$ cat src/rtl/spq_pkg.sv
// ----------------------------------------------------------------------------
// spq_pkg: shared types and constants for the sorted priority queue
// Request kinds, result status codes, the per-cell operation struct and
// the default sizes of the store.
// ----------------------------------------------------------------------------
package spq_pkg;

	localparam int DefQueueDepth    = 16;
	localparam int DefValueWidth    = 32;
	localparam int DefPriorityWidth = 16;

	// request kinds on the input channel
	typedef enum logic [1:0] {
		KIND_INSERT = 2'd0,
		KIND_REMOVE = 2'd1,
		KIND_CLEAR  = 2'd2,
		KIND_NONE   = 2'd3
	} kind_t;

	// result status codes
	typedef enum logic [1:0] {
		STATUS_OK    = 2'd0,
		STATUS_EMPTY = 2'd1,
		STATUS_FULL  = 2'd2,
		STATUS_RSVD  = 2'd3
	} status_t;

	// operation broadcast to every cell in the cycle a request is taken
	typedef struct packed {
		logic ins;
		logic rem;
		logic clr;
	} cell_op_t;

endpackage

$ cat src/rtl/spq_cell.sv
// ----------------------------------------------------------------------------
// spq_cell: one slot of the sorted queue
// Holds one entry. On insert it keeps its entry, takes the new entry or
// takes its left neighbor's entry; on remove it takes its right neighbor's.
// ----------------------------------------------------------------------------
module spq_cell import spq_pkg::*; #(
	parameter int VALUE_WIDTH    = DefValueWidth,
	parameter int PRIORITY_WIDTH = DefPriorityWidth
) (
	input  logic                             clk,
	input  logic                             arst_n,
	input  cell_op_t                         op,
	input  logic        [VALUE_WIDTH-1:0]    new_value,
	input  logic signed [PRIORITY_WIDTH-1:0] new_priority,
	// left neighbor (toward the head)
	input  logic                             left_valid,
	input  logic                             left_behind,
	input  logic        [VALUE_WIDTH-1:0]    left_value,
	input  logic signed [PRIORITY_WIDTH-1:0] left_priority,
	// right neighbor (toward the tail)
	input  logic                             right_valid,
	input  logic        [VALUE_WIDTH-1:0]    right_value,
	input  logic signed [PRIORITY_WIDTH-1:0] right_priority,
	// own state
	output logic                             valid,
	output logic                             behind,
	output logic        [VALUE_WIDTH-1:0]    value,
	output logic signed [PRIORITY_WIDTH-1:0] priority_o
);

	logic                             valid_q;
	logic        [VALUE_WIDTH-1:0]    value_q;
	logic signed [PRIORITY_WIDTH-1:0] priority_q;

	// new entry goes ahead of this one: empty slot or strictly lower priority
	assign behind = !valid_q || (priority_q < new_priority);

	// occupancy
	always_ff @(posedge clk or negedge arst_n) begin
		if (!arst_n) begin
			valid_q <= 1'b0;
		end else if (op.clr) begin
			valid_q <= 1'b0;
		end else if (op.ins) begin
			valid_q <= valid_q | left_valid;
		end else if (op.rem) begin
			valid_q <= right_valid;
		end
	end

	// entry data
	always_ff @(posedge clk) begin
		if (op.ins && behind) begin
			if (left_behind) begin
				value_q    <= left_value;
				priority_q <= left_priority;
			end else begin
				value_q    <= new_value;
				priority_q <= new_priority;
			end
		end else if (op.rem && !op.clr) begin
			value_q    <= right_value;
			priority_q <= right_priority;
		end
	end

	assign valid      = valid_q;
	assign value      = value_q;
	assign priority_o = priority_q;

endmodule

$ cat src/rtl/spq_out_buf.sv
// ----------------------------------------------------------------------------
// spq_out_buf: result register with skid stage
// Output register plus one spare entry so a new request can be taken
// while a finished result still waits on the output channel.
// ----------------------------------------------------------------------------
module spq_out_buf #(
	parameter int WIDTH = 8
) (
	input  logic             clk,
	input  logic             arst_n,
	input  logic             push,
	input  logic [WIDTH-1:0] push_data,
	output logic             can_push,
	output logic             out_valid,
	input  logic             out_ready,
	output logic [WIDTH-1:0] out_data
);

	logic             out_valid_q;
	logic [WIDTH-1:0] out_data_q;
	logic             skid_valid_q;
	logic [WIDTH-1:0] skid_data_q;
	logic             pop;
	logic             load_out;
	logic             load_skid;

	assign pop       = out_valid_q && out_ready;
	assign can_push  = !skid_valid_q;
	// output register takes new data when empty or drained this cycle
	assign load_out  = push && (!out_valid_q || pop);
	assign load_skid = push && out_valid_q && !pop;

	// control
	always_ff @(posedge clk or negedge arst_n) begin
		if (!arst_n) begin
			out_valid_q  <= 1'b0;
			skid_valid_q <= 1'b0;
		end else begin
			if (pop && skid_valid_q) begin
				skid_valid_q <= 1'b0;
			end else if (load_skid) begin
				skid_valid_q <= 1'b1;
			end
			if (pop && !skid_valid_q && !push) begin
				out_valid_q <= 1'b0;
			end else if (load_out) begin
				out_valid_q <= 1'b1;
			end
		end
	end

	// data
	always_ff @(posedge clk) begin
		if (pop && skid_valid_q) begin
			out_data_q <= skid_data_q;
		end else if (load_out) begin
			out_data_q <= push_data;
		end
		if (load_skid) begin
			skid_data_q <= push_data;
		end
	end

	assign out_valid = out_valid_q;
	assign out_data  = out_data_q;

endmodule

$ cat src/rtl/sorted_priority_queue.sv
// A request's result is registered in the output register, or in the skid entry while an older result still waits.
// Throughput: one request per cycle while the skid entry is free; every cell of the
// slot chain compares against the new entry and shifts in the same cycle.
// A two-entry result buffer keeps requests flowing while results wait.
// Reset (arst_n, asynchronous) empties the queue and the result buffer.
// ----------------------------------------------------------------------------
// sorted_priority_queue: bounded priority queue kept in priority order
// A chain of slot cells, head at cell 0. Insert places the entry behind all
// of greater or equal priority; remove takes the head; clear empties all.
// ----------------------------------------------------------------------------
module sorted_priority_queue import spq_pkg::*; #(
	parameter int QUEUE_DEPTH    = DefQueueDepth,
	parameter int VALUE_WIDTH    = DefValueWidth,
	parameter int PRIORITY_WIDTH = DefPriorityWidth
) (
	input  logic                             clk,
	input  logic                             arst_n,
	input  logic                             in_valid,
	output logic                             in_ready,
	input  logic        [1:0]                kind,
	input  logic        [VALUE_WIDTH-1:0]    item_value,
	input  logic signed [PRIORITY_WIDTH-1:0] item_priority,
	output logic                             out_valid,
	input  logic                             out_ready,
	output logic        [1:0]                status,
	output logic        [VALUE_WIDTH-1:0]    out_value,
	output logic signed [PRIORITY_WIDTH-1:0] out_priority,
	output logic                             is_empty
);

	localparam int ResWidth = 2 + VALUE_WIDTH + PRIORITY_WIDTH + 1;

	logic                             cell_valid  [QUEUE_DEPTH];
	logic                             cell_behind [QUEUE_DEPTH];
	logic        [VALUE_WIDTH-1:0]    cell_value  [QUEUE_DEPTH];
	logic signed [PRIORITY_WIDTH-1:0] cell_pri    [QUEUE_DEPTH];

	logic                             accept;
	logic                             full;
	kind_t                            req_kind;
	cell_op_t                         op;
	status_t                          res_status;
	logic        [VALUE_WIDTH-1:0]    res_value;
	logic signed [PRIORITY_WIDTH-1:0] res_pri;
	logic                             res_empty;
	logic        [ResWidth-1:0]       res_data;
	logic        [ResWidth-1:0]       buf_data;

	assign accept   = in_valid && in_ready;
	assign req_kind = kind_t'(kind);
	assign full     = cell_valid[QUEUE_DEPTH-1];

	// operation to the cells; refused insert and empty remove change nothing
	always_comb begin
		op = '0;
		if (accept) begin
			unique case (req_kind)
				KIND_INSERT: op.ins = !full;
				KIND_REMOVE: op.rem = cell_valid[0];
				KIND_CLEAR:  op.clr = 1'b1;
				default:     op     = '0;
			endcase
		end
	end

	// slot chain
	for (genvar i = 0; i < QUEUE_DEPTH; i++) begin : g_cell
		logic                             l_valid;
		logic                             l_behind;
		logic        [VALUE_WIDTH-1:0]    l_value;
		logic signed [PRIORITY_WIDTH-1:0] l_pri;
		logic                             r_valid;
		logic        [VALUE_WIDTH-1:0]    r_value;
		logic signed [PRIORITY_WIDTH-1:0] r_pri;

		// head cell sees a full, never-behind neighbor on its left
		if (i == 0) begin : g_head
			assign l_valid  = 1'b1;
			assign l_behind = 1'b0;
			assign l_value  = '0;
			assign l_pri    = '0;
		end else begin : g_left
			assign l_valid  = cell_valid[i-1];
			assign l_behind = cell_behind[i-1];
			assign l_value  = cell_value[i-1];
			assign l_pri    = cell_pri[i-1];
		end

		// tail cell sees an empty neighbor on its right
		if (i == QUEUE_DEPTH - 1) begin : g_tail
			assign r_valid = 1'b0;
			assign r_value = '0;
			assign r_pri   = '0;
		end else begin : g_right
			assign r_valid = cell_valid[i+1];
			assign r_value = cell_value[i+1];
			assign r_pri   = cell_pri[i+1];
		end

		spq_cell #(
			.VALUE_WIDTH    (VALUE_WIDTH),
			.PRIORITY_WIDTH (PRIORITY_WIDTH)
		) u_cell (
			.clk            (clk),
			.arst_n         (arst_n),
			.op             (op),
			.new_value      (item_value),
			.new_priority   (item_priority),
			.left_valid     (l_valid),
			.left_behind    (l_behind),
			.left_value     (l_value),
			.left_priority  (l_pri),
			.right_valid    (r_valid),
			.right_value    (r_value),
			.right_priority (r_pri),
			.valid          (cell_valid[i]),
			.behind         (cell_behind[i]),
			.value          (cell_value[i]),
			.priority_o     (cell_pri[i])
		);
	end

	// result for the request being taken
	always_comb begin
		res_status = STATUS_OK;
		res_value  = '0;
		res_pri    = '0;
		res_empty  = !cell_valid[0];
		unique case (req_kind)
			KIND_INSERT: begin
				if (full) begin
					res_status = STATUS_FULL;
				end
				res_empty = 1'b0;
			end
			KIND_REMOVE: begin
				if (cell_valid[0]) begin
					res_value = cell_value[0];
					res_pri   = cell_pri[0];
				end else begin
					res_status = STATUS_EMPTY;
				end
				res_empty = !cell_valid[1];
			end
			KIND_CLEAR: res_empty = 1'b1;
			default:    res_empty = !cell_valid[0];
		endcase
	end

	assign res_data = {res_status, res_value, res_pri, res_empty};

	spq_out_buf #(
		.WIDTH (ResWidth)
	) u_out_buf (
		.clk       (clk),
		.arst_n    (arst_n),
		.push      (accept),
		.push_data (res_data),
		.can_push  (in_ready),
		.out_valid (out_valid),
		.out_ready (out_ready),
		.out_data  (buf_data)
	);

	assign status       = buf_data[ResWidth-1 -: 2];
	assign out_value    = buf_data[PRIORITY_WIDTH+1 +: VALUE_WIDTH];
	assign out_priority = buf_data[1 +: PRIORITY_WIDTH];
	assign is_empty     = buf_data[0];

endmodule
$ cat config.mk
export PLATFORM = sky130hd
export DESIGN_NAME = sorted_priority_queue
export DESIGN_NICKNAME = d
export VERILOG_FILES = /design/src/rtl/spq_pkg.sv /design/src/rtl/spq_cell.sv /design/src/rtl/spq_out_buf.sv /design/src/rtl/sorted_priority_queue.sv
export SDC_FILE = /design/constraint.sdc
export NUM_CORES = 2
export LEC_CHECK = 0
export ABC_AREA = 1
export BUFFER_PORTS_ARGS = -buffer_cell sky130_fd_sc_hd__buf_4
export CAP_MARGIN = 15
export CORE_MARGIN = 2
export CORE_UTILIZATION = 69
export CTS_CLUSTER_SIZE = 8
export DETAILED_ROUTE_END_ITERATION = 12
export GPL_ROUTABILITY_DRIVEN = 0
export PLACE_DENSITY = 0.86
export REMOVE_ABC_BUFFERS = 1
export SETUP_SLACK_MARGIN = 0.3
export SLEW_MARGIN = 40
export SYNTH_ARGS = -nofsm -noshare
export SYNTH_HDL_FRONTEND = slang
export SYNTH_SLANG_ARGS = --single-unit
$ cat constraint.sdc
create_clock -name clk -period 14.1 [get_ports clk]
set_clock_uncertainty 0.1 [all_clocks]
set_input_delay 0 -clock clk [delete_from_list [all_inputs] [get_ports clk]]
set_output_delay 0 -clock clk [all_outputs]
set_load 0.01 [all_outputs]
==> metrics.cfg <==
[status]
outcome = finished clean

[worst_hold_path]
holdCritStartpoint = kind[1]
hold_class = primary input to flop
holdPathEnd = u_out_buf.skid_data_q[0]
hold_depth = 4

[clock_tree]
worstSkewPairLatency_ns = 0.70
htree_levels = 3
cts_tree = done
cts_resized = 0
cts_buffer_depth = 3
clkTransAtPathRegs_ns = 0.05
clockRootBuffer = clkbuf_16
cts_made_buffers = 121
clock-sinks = 888

[critical_path]
crit_arrival_ns = 5.30
reg2reg_slack_ns = 9.49
crit_path_end_kind = flop
crit_type = primary input to flop
reg2reg_depth = 14
crit_fanout = 50
start_kind = primary input
cp.required_ns = 14.45
regToRegEndpoint = g_cell[2].u_cell.value[8]
reg2reg_from = g_cell[2].u_cell.priority_o[9]
crit_start = item_priority[9]

[grt]
grt.total_usage_pct = 37.4
grt-ovfl-total = 0
antenna_found_initial = 0
met3_usage_pct = 6.14
grtUsageMet1_pct = 51.1
grt_pass1_wl_mm = 248
met2_usage_pct = 59.7
grt_pass1_vias = 46700
grt_max_degree = 85
grt.busiest_layer = met2

[sta]
fin_crit_sh_pct = 35.1
final.min_clock_period_ns = 4.95
worst_pin_slew_ns = 0.855
max_clock_freq_mhz = 202
slew_violations = 0
hold_ws_ns = 0.140
timing.slew.headroom_pct = 42.9
setup-tns-final_ns = 0
rsz0062_at_grt = no
hold_viol_final = 0
setup_viol = 0

[floorplan]
die_y_um = 284
core-area_um2 = 77600
rows = 102
start_util_pct = 69.9
fp.dieW_um = 284
die_area_um2 = 80800
design.portCount = 107

[layout]
multiInputGateArea_um2 = 24700
fin_cells = 7868
synthToLayoutAreaGrowth_pct = 7.85
drive_gt1_share_pct = 5.80
fillers = 5655
regArea_um2 = 26600
diodes = 0
fin_nets = 7065

[place]
port_buffers = 106
post-place-cells = 7646
post-dp-hpwl_mm = 102

[route]
drtIter0Drc = 6932
drc = 0
viasPerCell = 6.25
dr_total_vias = 49200
wl_mm = 154
drt_pre_antenna_iters = 8
wl_per_cell_um = 19.5
antenna_left = 0

[synthesis]
yosysWarnings = 0
synth_area_um2 = 54200
synth-edff-count = 870
synthCells = 7005
yosysUniqueCellTypes = 31
synth_seq_cells = 888
netlist.top_cell.by_area = edfxtp_1
postSynthAreaPerCell_um2 = 7.74
synth.area.top_cells = edfxtp_1 (48%), nand2_1 (27%), nand4_1 (7.8%), ha_1 (5.2%), clkbuf_1 (2.4%)
synth_top_cell_area_share_pct = 48.2
synthArstFlopShare_pct = 2.03
ys.flop_type = edfxtp_1
ys_seq_area_share_pct = 49.0

[pwr]
vdd_drop_max_uv = 126
p_per_area_nw_per_um2 = 158
p_leak_uw = 0.0274

[job]
maxCapViolCount = 0

==> state kept, by name, summed over array words and instances, names as in the netlist <==
name and cells:
u_out_buf.skid_data_q 51, g_cell.u_cell.priority_o 256, u_out_buf.skid_valid_q 1, u_out_buf.out_data 51, g_cell.u_cell.valid 16, g_cell.u_cell.value 512
u_out_buf.out_valid 1
==> cells in the mapped netlist, types with 14 or more instances <==
library cell,instances
nor2_1,191
buf_2,151
inv_2,15
ha_1,225
clkbuf_1,347
nand3_2,25
dfrtp_1,18
nor3_1,14
nand2_1,3938
nand3_1,63
o21ai_0,100
a21oi_1,96
nand4_1,680
inv_1,134
buf_4,34
buf_1,46
edfxtp_1,870
==> logic make-up after synthesis <==
kind of cell / count (synthesis) / share of synthesized area (%)
DFF: 888 / 49.0
adders and majority gates: 225 / 5.19
buffers and inverters: 734 / 5.74
and+or+nand+nor: 4928 / 37.8
AOI/OAI and AO/OA: 230 / 2.23
==> per-stage QoR <==
step | util, % | setup WS [ns] | area (µm²) | power, µW
floorplan | - | 6.87 | 51700 | 5520
finish | 75.3 | 9.15 | 58500 | 9210
global placement | 70.2 | 8.49 | 54400 | 6390
global route | 75.3 | 8.80 | 58500 | 9650
detailed placement | 70.3 | 8.98 | 54600 | 6480
CTS | 75.3 | 9.12 | 58400 | 9140
==> metal layers <==
| metal | vias up | share of wire (%) |
|---|---|---|
| met5 | - | 0 |
| met4 | 0 | 4.2 |
| met3 | 576 | 13 |
| met2 | 3478 | 45 |
| met1 | 22300 | 38 |
| li1 | 22800 | - |
==> worst max-delay path, cell delays in order <==
cell and delay, ns:
dlygate4sd3_1 0.54, buf_4 0.24, inv_1 0.64, ha_1 0.37, nand2_1 0.08, inv_1 0.04
o21ai_0 0.21, a21oi_1 0.11, nor2_1 0.17, nand2_1 0.08, nand2_1 0.06, buf_4 0.42
nand3_4 0.54, nand2_4 0.64, clkinv_2 0.73, nand2_1 0.28, nand2_1 0.08
==> power breakdown <==
group          total, µW  leakage [µW]  switching, µW  internal (µW)
clock               2650       0.00160           1100           1550
combinational       2960        0.0176           2120            832
sequential          3600       0.00819            203           3400
total               9210        0.0274           3430           5780
==> worst max-delay path by stage <==
stage | to | slack, ns | cells past startpoint
final | g_cell[2].u_cell.value[8] | 9.15 | 17
after global routing | g_cell[2].u_cell.value[7] | 8.80 | 17
after floorplan | u_out_buf.out_data[0] | 6.87 | 4
after global placement | g_cell[2].u_cell.value[31] | 8.49 | 14
after CTS | g_cell[8].u_cell.value[28] | 9.12 | 16
after detailed placement | g_cell[2].u_cell.priority_o[2] | 8.98 | 16
==> what timing repair did <==
action,4_1_cts,5_1_grt
hold buffers,56,1
setup buffers,0,0
hold endpoints to repair,876,18
==> area by class of cell <==
class                   count  share of cell area, %
flip-flops and latches    888                   45.5
multi-input cells        5383                   42.3
clock buffers             158                   5.45
repair buffers            242                   3.36
well taps                1040                   2.23
inverters                 150                  0.980
clock inverters             7                  0.210
==> cell usage in the layout, fill, tap and decap left out, drive strengths merged <==
master	synthesis	routed
nand2	3950	3950
edfxtp	870	870
nand4	680	680
ha	225	225
nor2	191	191
buf	236	186
clkbuf	348	158
inv	149	150
o21ai	105	105
a21oi	96	96
nand3	88	88
dlygate4sd3	0	56
dfrtp	18	18
nor3	15	15
o21a	11	11
o22ai	8	8
clkinv	1	7
a31oi	5	5
a211oi	3	3
nor4	2	2
or2	2	2
o21bai	1	1
a22oi	1	1
Power figures use the tool's default switching activity.
